File: config.mk
export PLATFORM = sky130hd
export DESIGN_NAME = g2fb_ctrl
export DESIGN_NICKNAME = d
export VERILOG_FILES = /design/src/hdl/g2fb_pkg.sv /design/src/hdl/g2fb_ctrl.sv
export SDC_FILE = /design/constraint.sdc
export NUM_CORES = 1
export LEC_CHECK = 0
export ABC_AREA = 1
export BUFFER_PORTS_ARGS = -buffer_cell sky130_fd_sc_hd__buf_2
export CORE_AREA = 2 2 39 41
export CTS_CLUSTER_SIZE = 16
export DETAILED_ROUTE_END_ITERATION = 8
export DIE_AREA = 0 0 41 43
export GPL_TIMING_DRIVEN = 0
export SYNTH_ARGS = -nofsm -noshare
export SYNTH_HDL_FRONTEND = slang
export SYNTH_SLANG_ARGS = --single-unit
File: constraint.sdc
create_clock -name clk -period 1.9 [get_ports clk]
set_input_delay 0.19 -clock clk [delete_from_list [all_inputs] [get_ports clk]]
set_output_delay 0.19 -clock clk [all_outputs]
set_load 0.01 [all_outputs]
File: src/hdl/g2fb_pkg.sv
`timescale 1ns / 1ps
`default_nettype none

package g2fb_pkg;

  // Operation codes of a request
  localparam logic [1:0] OP_DRAW = 2'd0;
  localparam logic [1:0] OP_FILL = 2'd1;
  localparam logic [1:0] OP_READ = 2'd2;

  // Lowest channel value that reaches each ink level of (c*3+127)/255
  localparam logic [7:0] INK1_MIN = 8'd43;
  localparam logic [7:0] INK2_MIN = 8'd128;
  localparam logic [7:0] INK3_MIN = 8'd213;

  // Top gray level; gray is this minus the ink level
  localparam logic [1:0] GRAY_MAX = 2'd3;

  // Store address source
  typedef enum logic [1:0] {
    ADDR_PIX,
    ADDR_EVEN,
    ADDR_ODD,
    ADDR_CNT
  } addr_sel_t;

  // Commands from controller to datapath
  typedef struct packed {
    logic      latch;
    addr_sel_t addr_sel;
    logic      mem_we;
    logic      wr_fill;
    logic      save_hi;
    logic      load_plane;
    logic      cnt_inc;
    logic      out_load;
  } cmd_t;

  // Status from datapath to controller
  typedef struct packed {
    logic hit;
    logic cnt_last;
  } stat_t;

  // Quantize the largest channel to a gray level
  function automatic logic [1:0] quantize(input logic [7:0] c);
    logic [1:0] ink;
    ink = (c >= INK3_MIN) ? 2'd3 :
          (c >= INK2_MIN) ? 2'd2 :
          (c >= INK1_MIN) ? 2'd1 : 2'd0;
    return GRAY_MAX - ink;
  endfunction

endpackage

`default_nettype wire

File: src/hdl/g2fb_ctrl.sv
`timescale 1ns / 1ps
`default_nettype none

module g2fb_ctrl (
  input  wire logic            clk,
  input  wire logic            rst,
  input  wire logic            in_valid,
  input  wire logic [1:0]      in_op,
  output logic                 in_ready,
  output logic                 out_valid,
  input  wire logic            out_ready,
  output g2fb_pkg::cmd_t       cmd,
  input  wire g2fb_pkg::stat_t stat
);

  typedef enum logic [2:0] {
    S_IDLE,
    S_RD,
    S_WR,
    S_EVEN,
    S_ODD,
    S_PLANE,
    S_FILL,
    S_DONE
  } state_t;

  state_t state;
  logic   accept;
  logic   out_free;

  assign in_ready = (state == S_IDLE);
  assign accept   = in_valid && in_ready;
  assign out_free = !out_valid || out_ready;

  // Decode commands from state
  always_comb begin
    cmd            = '0;
    cmd.addr_sel   = g2fb_pkg::ADDR_PIX;
    cmd.latch      = accept;
    unique case (state)
      S_IDLE: ;
      S_RD: cmd.addr_sel = g2fb_pkg::ADDR_PIX;
      S_WR: begin
        cmd.addr_sel = g2fb_pkg::ADDR_PIX;
        cmd.mem_we   = 1'b1;
      end
      S_EVEN: cmd.addr_sel = g2fb_pkg::ADDR_EVEN;
      S_ODD: begin
        cmd.addr_sel = g2fb_pkg::ADDR_ODD;
        cmd.save_hi  = 1'b1;
      end
      S_PLANE: cmd.load_plane = 1'b1;
      S_FILL: begin
        cmd.addr_sel = g2fb_pkg::ADDR_CNT;
        cmd.mem_we   = 1'b1;
        cmd.wr_fill  = 1'b1;
        cmd.cnt_inc  = 1'b1;
      end
      S_DONE: cmd.out_load = out_free;
      default: ;
    endcase
  end

  // Sequence each request and hold the result valid flag
  always_ff @(posedge clk) begin
    if (rst) begin
      state     <= S_IDLE;
      out_valid <= 1'b0;
    end else begin
      // Raise result valid on completion, drop it once taken
      out_valid <= ((state == S_DONE) && out_free) || (out_valid && !out_ready);
      unique case (state)
        S_IDLE: begin
          if (accept) begin
            priority if (in_op == g2fb_pkg::OP_DRAW) begin
              state <= S_RD;
            end else if (in_op == g2fb_pkg::OP_FILL) begin
              state <= S_FILL;
            end else if (in_op == g2fb_pkg::OP_READ) begin
              state <= S_EVEN;
            end else begin
              state <= S_DONE;
            end
          end
        end
        S_RD:    state <= stat.hit ? S_WR : S_DONE;
        S_WR:    state <= S_DONE;
        S_EVEN:  state <= stat.hit ? S_ODD : S_DONE;
        S_ODD:   state <= S_PLANE;
        S_PLANE: state <= S_DONE;
        S_FILL: begin
          if (stat.cnt_last) state <= S_DONE;
        end
        S_DONE: begin
          if (out_free) begin
            state <= S_IDLE;
          end
        end
        default: state <= S_IDLE;
      endcase
    end
  end

endmodule

`default_nettype wire

== Yosys cells after proc, flatten, opt, wreduce, memory -nomap -nowiden ==
Index checks and enable logic that the tools add are counted.

* Bits in read-only memories: 0
* Register bits after elaboration: 4
* Output and inout port bits: 11
* Bits in latches: 0
* Memories kept: 0
* Input port bits: 8
* Memory bits (writable): 0
* Word-level logic and storage cells: 41

* Shift-type cells: 0
* Muxes and demuxes: 15
* Div/mod/pow operators: 0
* Order comparisons: 0
* $mul: 0
* Add/subtract/negate cells: 0
* Reduce and logical (&&, ||, !) cells: 12
* Bitwise operators: 0
* Equality and inequality tests: 12

{| class="wikitable"
|+ Operator list
! kind !! number
|-
| $mux W3 || 7
|-
| $pmux W3 S7 || 1
|-
| $eq A3 B3 Y1 const B || 4
|-
| $eq A3 B2 Y1 const B || 2
|-
| $pmux W2 S3 || 1
|-
| $mux W1 || 5
|-
| $ne A2 B2 Y1 const B || 2
|-
| $reduce_or A2 Y1 || 2
|-
| $eq A3 B1 Y1 const B || 1
|-
| $logic_and A1 B1 Y1 || 3
|-
| $logic_not A3 Y1 || 1
|-
| $reduce_and A3 Y1 || 1
|-
| $eq A2 B1 Y1 const B || 1
|-
| $eq A2 B2 Y1 const B || 1
|-
| $logic_not A1 Y1 || 2
|-
| $logic_not A2 Y1 || 1
|-
| $logic_or A1 B1 Y1 || 2
|-
| $mux W2 || 1
|-
| $ne A2 B1 Y1 const B || 1
|}

== Longest topological paths before layout ==
Gate-level depths: netlist of the first run.

* Depth in word-level cells: 6
* Mapped depth: 7
* Gate-level depth less buffers: 7

== Worst setup path after synthesis of the first run ==
OpenSTA, ideal clock, no wires.

* Kind: reg-to-output
* Start point: register state[1]
* End point: output cmd[4] (netlist bit)
* Cell stages (with the launch flop): 6
* Arrival time: 0.904 ns
* Buffers on the path: 1
* Setup slack: 0.806 ns
* Path through: dfxtp_1 inv_1 nor2_2 nand2_1 inv_1 buf_4

{| class="wikitable"
|+ RTL lines
! element !! line !! source
|-
| from (decl) || g2fb_ctrl.sv:27 || <nowiki>state_t state;</nowiki>
|-
| from (signal assigned) || g2fb_ctrl.sv:86 || <nowiki>S_RD: state <= stat.hit ? S_WR : S_DONE;</nowiki>
|-
| from (signal assigned) || g2fb_ctrl.sv:88 || <nowiki>S_EVEN: state <= stat.hit ? S_ODD : S_DONE;</nowiki>
|-
| to (decl) || g2fb_ctrl.sv:12 || <nowiki>output g2fb_pkg::cmd_t cmd,</nowiki>
|}

==> impl_metrics.env, run 1 <==
export IMPL_ys_async_sr_fraction_pct=0
export IMPL_cts_setup_buffers=0
export IMPL_synth_edff_count=0
export IMPL_max_freq_mhz=721.8
export IMPL_finalClockSkew_ns=0.001893
export IMPL_htreeDepth=1
export IMPL_yosysTopAreaCellShare_pct=24.81
export IMPL_drtAntennaViolNets=0
export IMPL_io_pins=19
export IMPL_worst_slew_pin_slew_ns=0.2449
export IMPL_wl_per_cell_um=8.543
export IMPL_p_leak_nw=0.2746
export IMPL_drive_above_1_share_pct=35.90
export IMPL_nets=88
export IMPL_synth_distinct_cells=17
export IMPL_critPathLaunchType="flip-flop"
export IMPL_num_rows=14
export IMPL_multi_input_area_um2=186.4
export IMPL_grt_max_degree=8
export IMPL_drv_slew=0
export IMPL_vias=407
export IMPL_yosysSeqAreaShare_pct=24.81
export IMPL_synth_fp_nets=65
export IMPL_ys_seq_elements=4
export IMPL_crit_type="reg -> out"
export IMPL_postCtsHoldBufs=0
export IMPL_cts_buffers=3
export IMPL_min_period_ns=1.385
export IMPL_port_buffers=18
export IMPL_crit_chain="inv_2 > nor2_4 > nand2_1 > inv_1 > buf_2"
export IMPL_arrival_ns=1.20
export IMPL_seq_area_um2=80.08
export IMPL_setup_viol=0
export IMPL_clk_latency_ns=0.23
export IMPL_post_cts_resized=0
export IMPL_grt_overflow=0
export IMPL_clkSinkCount=4
export IMPL_utilization_pct=32.91
export IMPL_cpMaxStageDelayCell="dfxtp_1"
export IMPL_clockRootBuffer="clkbuf_4"
export IMPL_clockBufferDepth=2
export IMPL_vdd_ir_drop_max_mv=0.2394
export IMPL_grt_use_met2_pct=16.25
export IMPL_slew_headroom_pct=83.65
export IMPL_wl_um=803
export IMPL_grt_pass1_vias=344
export IMPL_nFillCells=171
export IMPL_cts_tree="done"
export IMPL_timing_max_cap_violations=0
export IMPL_drc=0
export IMPL_path_clk_slew_ns=0.04
export IMPL_crit_buf_inv=3
export IMPL_p_per_area_nw_per_um2=936.0
export IMPL_crit_family="flip-flops"
export IMPL_hold_path_class="in -> reg"
export IMPL_avgViaCountPerCell=4.330
export IMPL_die_area_um2=1763
export IMPL_dp_slack_ns=0.7709
export IMPL_busiest_layer="met2"
export IMPL_grtUsageTotal_pct=11.56
export IMPL_dieHeight_um=43
export IMPL_cp_max_fo=7
export IMPL_grt_util_met1_pct=12.58
export IMPL_grt_pass1_wl_um=1317
export IMPL_core_area_um2=1384
export IMPL_antenna_found_initial=0
export IMPL_place_congestion=0.8348
export IMPL_grtUsageMet3_pct=7.853
export IMPL_diodes=0
export IMPL_fin_ws_ns=0.5145
export IMPL_layout_cells_non_filler=94
export IMPL_finalPower_mw=0.4263
export IMPL_syn_inst=57
export IMPL_rsz0062_at_grt="false"
export IMPL_post_dp_hpwl_um=667.9
export IMPL_end_kind="output port"
export IMPL_die_w_um=41
export IMPL_finalSetupTns_ns=0
export IMPL_cp_required_ns=1.71
export IMPL_synth_top_area_cell="dfxtp_1"
export IMPL_outcome="finished clean"
export IMPL_ys_flop_type="dfxtp_1"
export IMPL_first_pass_iters=4
export IMPL_dp_cells=91
export IMPL_ys_top_cells_by_area="dfxtp_1, nand2_1, nor2_1"
export IMPL_finalHoldViolCount=0
export IMPL_drt_iter0_drc=8
export IMPL_initial_core_util_pct=23.33
export IMPL_syn_to_final_growth_pct=41.09
export IMPL_cpPeakStageDelay_ns=0.44
export IMPL_synth_area_um2=322.8
export IMPL_yosys_warnings=0
export IMPL_syn_avg_cell_area_um2=5.663
export IMPL_fin_crit_sh_pct=72.92
-- cell type report --
class,count,area share (%)
multi-input cells,40,40.93
plain buffers,2,3.297
flip-flops and latches,4,17.58
repair buffers,18,19.78
well taps,16,4.396
clock buffers,3,4.945
inverters,11,9.066
-- cell families after synthesis --
kind of cell / after synthesis / synth area share [%]
flops: 4 / 24.81
simple gates: 34 / 47.29
compound gates: 6 / 10.47
buf+inv: 13 / 17.44
-- cells in the mapped netlist (2+ instances only) --
cell,count
dfxtp_1,4
o21ai_0,2
nand3_1,3
inv_1,9
nor3_1,2
inv_2,2
a21oi_1,2
nor2_1,12
nand2_1,12
buf_4,2
-- layer usage --
layer	part of all wire (%)	up-vias	routed length (um)
li1	-	219	-
met1	43	170	348
met2	45	16	364
met3	10	2	83
met4	0.87	0	7
met5	0	-	0
-- report_power, final --
group	total [mW]	internal (mW)	switching (mW)
Sequential	0.122	0.101	0.0216
Combinational	0.199	0.0787	0.120
Clock	0.105	0.0706	0.0346
-- final timing paths --
kind	from	end	slack [ns]	cells after the start
worst max-delay path	state[2]$_SDFFE_PP0P_	cmd[0]	0.51	5
worst min-delay path	rst	out_valid$_SDFF_PP0_	0.12	2
worst max register to register	state[2]$_SDFFE_PP0P_	state[2]$_SDFFE_PP0P_	0.75	7
worst min register to register	out_valid$_SDFF_PP0_	out_valid$_SDFF_PP0_	0.56	4
-- cells in the final DEF, fill, tap and decap left out, types with 2 or more instances in the layout --
| master | synthesis | final |
|---|---|---|
| a21oi_1 | 2 | 2 |
| clkbuf_4 | 0 | 3 |
| dfxtp_1 | 4 | 4 |
| o21ai_0 | 2 | 2 |
| nor3_1 | 2 | 2 |
| nand2_1 | 12 | 12 |
| inv_2 | 2 | 2 |
| inv_1 | 9 | 9 |
| buf_4 | 2 | 2 |
| buf_2 | 0 | 18 |
| nand3_1 | 3 | 3 |
| nor2_1 | 12 | 12 |
-- metrics by stage --
step                instance area [um2]  hold WS [ns]
floorplan                         322.8        0.2591
global placement                  432.9        0.3663
detailed placement                432.9        0.3702
CTS                               455.4        0.1182
global route                      455.4        0.1186
finish                            455.4        0.1206
-- state kept, by name, indices dropped and copies added (netlist names) --
signal,count
state,3
out_valid,1
Power figures use the tool's default switching activity.
==> run 2: changes to the inputs <==
--- a/config.mk
+++ b/config.mk
@@ -5,7 +5,7 @@
 export SDC_FILE = /design/constraint.sdc
 export NUM_CORES = 1
 export LEC_CHECK = 0
-export ABC_AREA = 1
+export ABC_AREA = 0
 export BUFFER_PORTS_ARGS = -buffer_cell sky130_fd_sc_hd__buf_2
 export CORE_AREA = 2 2 39 41
 export CTS_CLUSTER_SIZE = 16
==> constraint.sdc (replaced) <==
create_clock -name clk -period 1.35 [get_ports clk]
set_input_delay 0.135 -clock clk [delete_from_list [all_inputs] [get_ports clk]]
set_output_delay 0.135 -clock clk [all_outputs]
set_load 0.01 [all_outputs]
==> run 2 against run 1 <==
Net effect: the run now ends with negative setup slack left; register-to-register slack got worse by 0.74 ns; area after synthesis rose by 1.2%; die area did not move; clock skew rose by 0.0019 ns; wire length rose by 11%; clock power rose by 45%; sequential power rose by 42%; global-route usage fell by 0.54 points.
==> impl_metrics.env, run 2 <==
export IMPL_outcome="complete, but fails checks"
export IMPL_violations="negative setup slack"
export IMPL_avgViaCountPerCell=4.750
export IMPL_syn_to_final_growth_pct=70.12
export IMPL_grtUsageTotal_pct=11.02
export IMPL_core_area_um2=1384
export IMPL_wl_met2_um=512
export IMPL_wl_met1_um=342
export IMPL_die_w_um=41
export IMPL_cpMaxStageDelayCell="or3_4"
export IMPL_finalSetupTns_ns=-0.01637
export IMPL_syn_avg_cell_area_um2=8.164
export IMPL_die_area_um2=1763
export IMPL_final_cell_mix="buf_2, buf_4, buf_6, clkbuf_4"
export IMPL_synth_fp_nets=48
export IMPL_finalClockSkew_ns=0.003837
export IMPL_grt_overflow=0
export IMPL_final_common_cell="buf_2"
export IMPL_drc=0
export IMPL_min_from="rst"
export IMPL_post_dp_hpwl_um=604
export IMPL_antenna_found_initial=0
export IMPL_ys_async_sr_fraction_pct=0
export IMPL_clk_latency_ns=0.24
export IMPL_min_period_ns=1.366
export IMPL_syn_inst=40
export IMPL_hold_path_class="in -> reg"
export IMPL_htreeDepth=1
export IMPL_grt_max_degree=11
export IMPL_vias=380
export IMPL_critPathLaunchType="flip-flop"
export IMPL_slew_headroom_pct=78.52
export IMPL_arrival_ns=1.23
export IMPL_yosysTopAreaCellShare_pct=24.52
export IMPL_end_kind="output port"
export IMPL_ys_seq_elements=4
export IMPL_cts_buffers=3
export IMPL_top_layer_used="met3"
export IMPL_largest_register_ffs=3
export IMPL_place_congestion=0.6748
export IMPL_drtAntennaViolNets=0
export IMPL_drive_above_1_share_pct=67.19
export IMPL_clockBufferDepth=2
export IMPL_cts_tree="done"
export IMPL_clkSinkCount=4
export IMPL_nFillCells=150
export IMPL_timing_max_cap_violations=0
export IMPL_worstHoldPathCells=2
export IMPL_finalHoldViolCount=0
export IMPL_synthTopCellsByCount="dfxtp_1, nor2_1"
export IMPL_drv_slew=0
export IMPL_finalPower_mw=0.6864
export IMPL_crit_family="simple AND/OR/NAND/NOR gates"
export IMPL_timing_rr_start="state[0]$_SDFFE_PP0P_"
export IMPL_ys_flop_type="dfxtp_1"
export IMPL_wl_per_cell_um=11.15
export IMPL_port_buffers=18
export IMPL_p_leak_nw=0.2655
export IMPL_crit_type="reg -> out"
export IMPL_synth_top_area_cell="dfxtp_1"
export IMPL_fin_crit_sh_pct=101.2
export IMPL_grt_pass1_wl_um=1255
export IMPL_ys_top_cells_by_area="dfxtp_1, a2111oi_2, buf_4"
export IMPL_crit_chain="or3_4 > inv_2 > and2_4 > buf_6"
export IMPL_nets=74
export IMPL_initial_core_util_pct=23.60
export IMPL_fin_ws_ns=-0.01637
export IMPL_reg2reg_to="state[2]$_SDFFE_PP0P_"
export IMPL_cp_max_fo=4
export IMPL_wl_met3_um=38
export IMPL_cpPeakStageDelay_ns=0.38
export IMPL_yosysSeqAreaShare_pct=24.52
export IMPL_cp_required_ns=1.22
export IMPL_dp_cells=74
export IMPL_utilization_pct=40.14
export IMPL_clockRootBuffer="clkbuf_4"
export IMPL_first_pass_iters=2
export IMPL_crit_buf_inv=2
export IMPL_p_per_area_nw_per_um2=1235
export IMPL_drt_iter0_drc=4
export IMPL_postCtsHoldBufs=0
export IMPL_num_rows=14
export IMPL_setup_viol=1
export IMPL_synth_edff_count=0
export IMPL_synth_area_um2=326.6
export IMPL_r2r_cells=4
export IMPL_io_pins=19
export IMPL_wl_um=892
export IMPL_max_freq_mhz=731.9
export IMPL_rsz0062_at_grt="true"
export IMPL_path_clk_slew_ns=0.04
export IMPL_worst_slew_pin_slew_ns=0.3197
export IMPL_reg2reg_slack_ns=0.01
export IMPL_top_register="state"
export IMPL_diodes=0
export IMPL_grt_pass1_vias=339
export IMPL_synth_distinct_cells=27
export IMPL_dp_slack_ns=-0.03831
export IMPL_vdd_ir_drop_max_mv=0.5605
export IMPL_layout_cells_non_filler=80
export IMPL_reg_top3="state: 3 flops, out_valid: 1 flops"
export IMPL_dieHeight_um=43
export IMPL_hold_end="state[2]$_SDFFE_PP0P_"
export IMPL_yosys_warnings=0
==> run 2: changes by cell type after synthesis, sizes merged, moves of 2 or more <==
cell   previous run  this run
inv              11         3
nor2             14         4
nand2            12         2
o21ai             2         0
nand3             3         1
nor2b             0         2
and2              0         2
==> run 2: logic make-up (layout without fill, tap and decap cells) <==
group                  count (synthesis)  count (layout)  synth area share, %
AND/OR/NAND/NOR                       18              18                32.18
buffers and inverters                  7              31                12.64
AO/OA/AOI/OAI                         10              10                27.20
flip-flops                             4               4                24.52
multiplexers                           1               1                3.448
==> run 2: worst max path at each step <==
| stage | startpoint | to | cells after the start |
|---|---|---|---|
| floorplan | state[2]$_SDFFE_PP0P_ | state[0]$_SDFFE_PP0P_ | 3 |
| global placement | state[2]$_SDFFE_PP0P_ | state[0]$_SDFFE_PP0P_ | 3 |
| detailed placement | state[0]$_SDFFE_PP0P_ | cmd[4] | 5 |
| CTS | state[1]$_SDFFE_PP0P_ | cmd[8] | 4 |
| global route | state[1]$_SDFFE_PP0P_ | cmd[8] | 4 |
| finish | state[0]$_SDFFE_PP0P_ | cmd[8] | 4 |
==> run 2: cell type report <==
class                      count  area (um2)  share of cell area, %
buffer                         3       33.78                  6.081
clock buffer                   3       22.52                  4.054
inverter                       3       11.26                  2.027
multi-input combinational     29       249.0                  44.82
sequential                     4       86.33                  15.54
tap                           16       20.02                  3.604
timing repair buffer          22       132.6                  23.87
==> run 2: metrics by stage <==
stage               hold WS (ns)  area, um2
floorplan                 0.1997      327.8
global placement          0.3686      437.9
CTS                       0.1244      520.5
detailed placement        0.3728      437.9
finish                    0.1434      555.5
global route              0.1432      555.5
==> run 2: what timing repair did <==
item / in CTS / in global routing
pin swaps: 4 / 1
setup buffers: 2 / 2
resized for setup: 13 / 7
cloned: 0 / 0
setup endpoints to repair: 8 / 6
==> run 2: worst register-to-register path, cell delays in order (launching register included) <==
cell and delay, ns:
dfxtp_2 0.34, or3_4 0.38, buf_4 0.15, o32a_1 0.18
a311oi_2 0.20
==> run 2: per-layer routing <==
metal,vias up,global-route usage (%)
li1,195,-
met5,-,0
met2,8,18.44
met1,177,9.585
met4,0,12.00
met3,0,1.571
==> run 2: where the power goes <==
part | internal [mW] | switching (mW)
clock | 0.0997 | 0.0521
sequential | 0.143 | 0.0293
combinational | 0.202 | 0.160
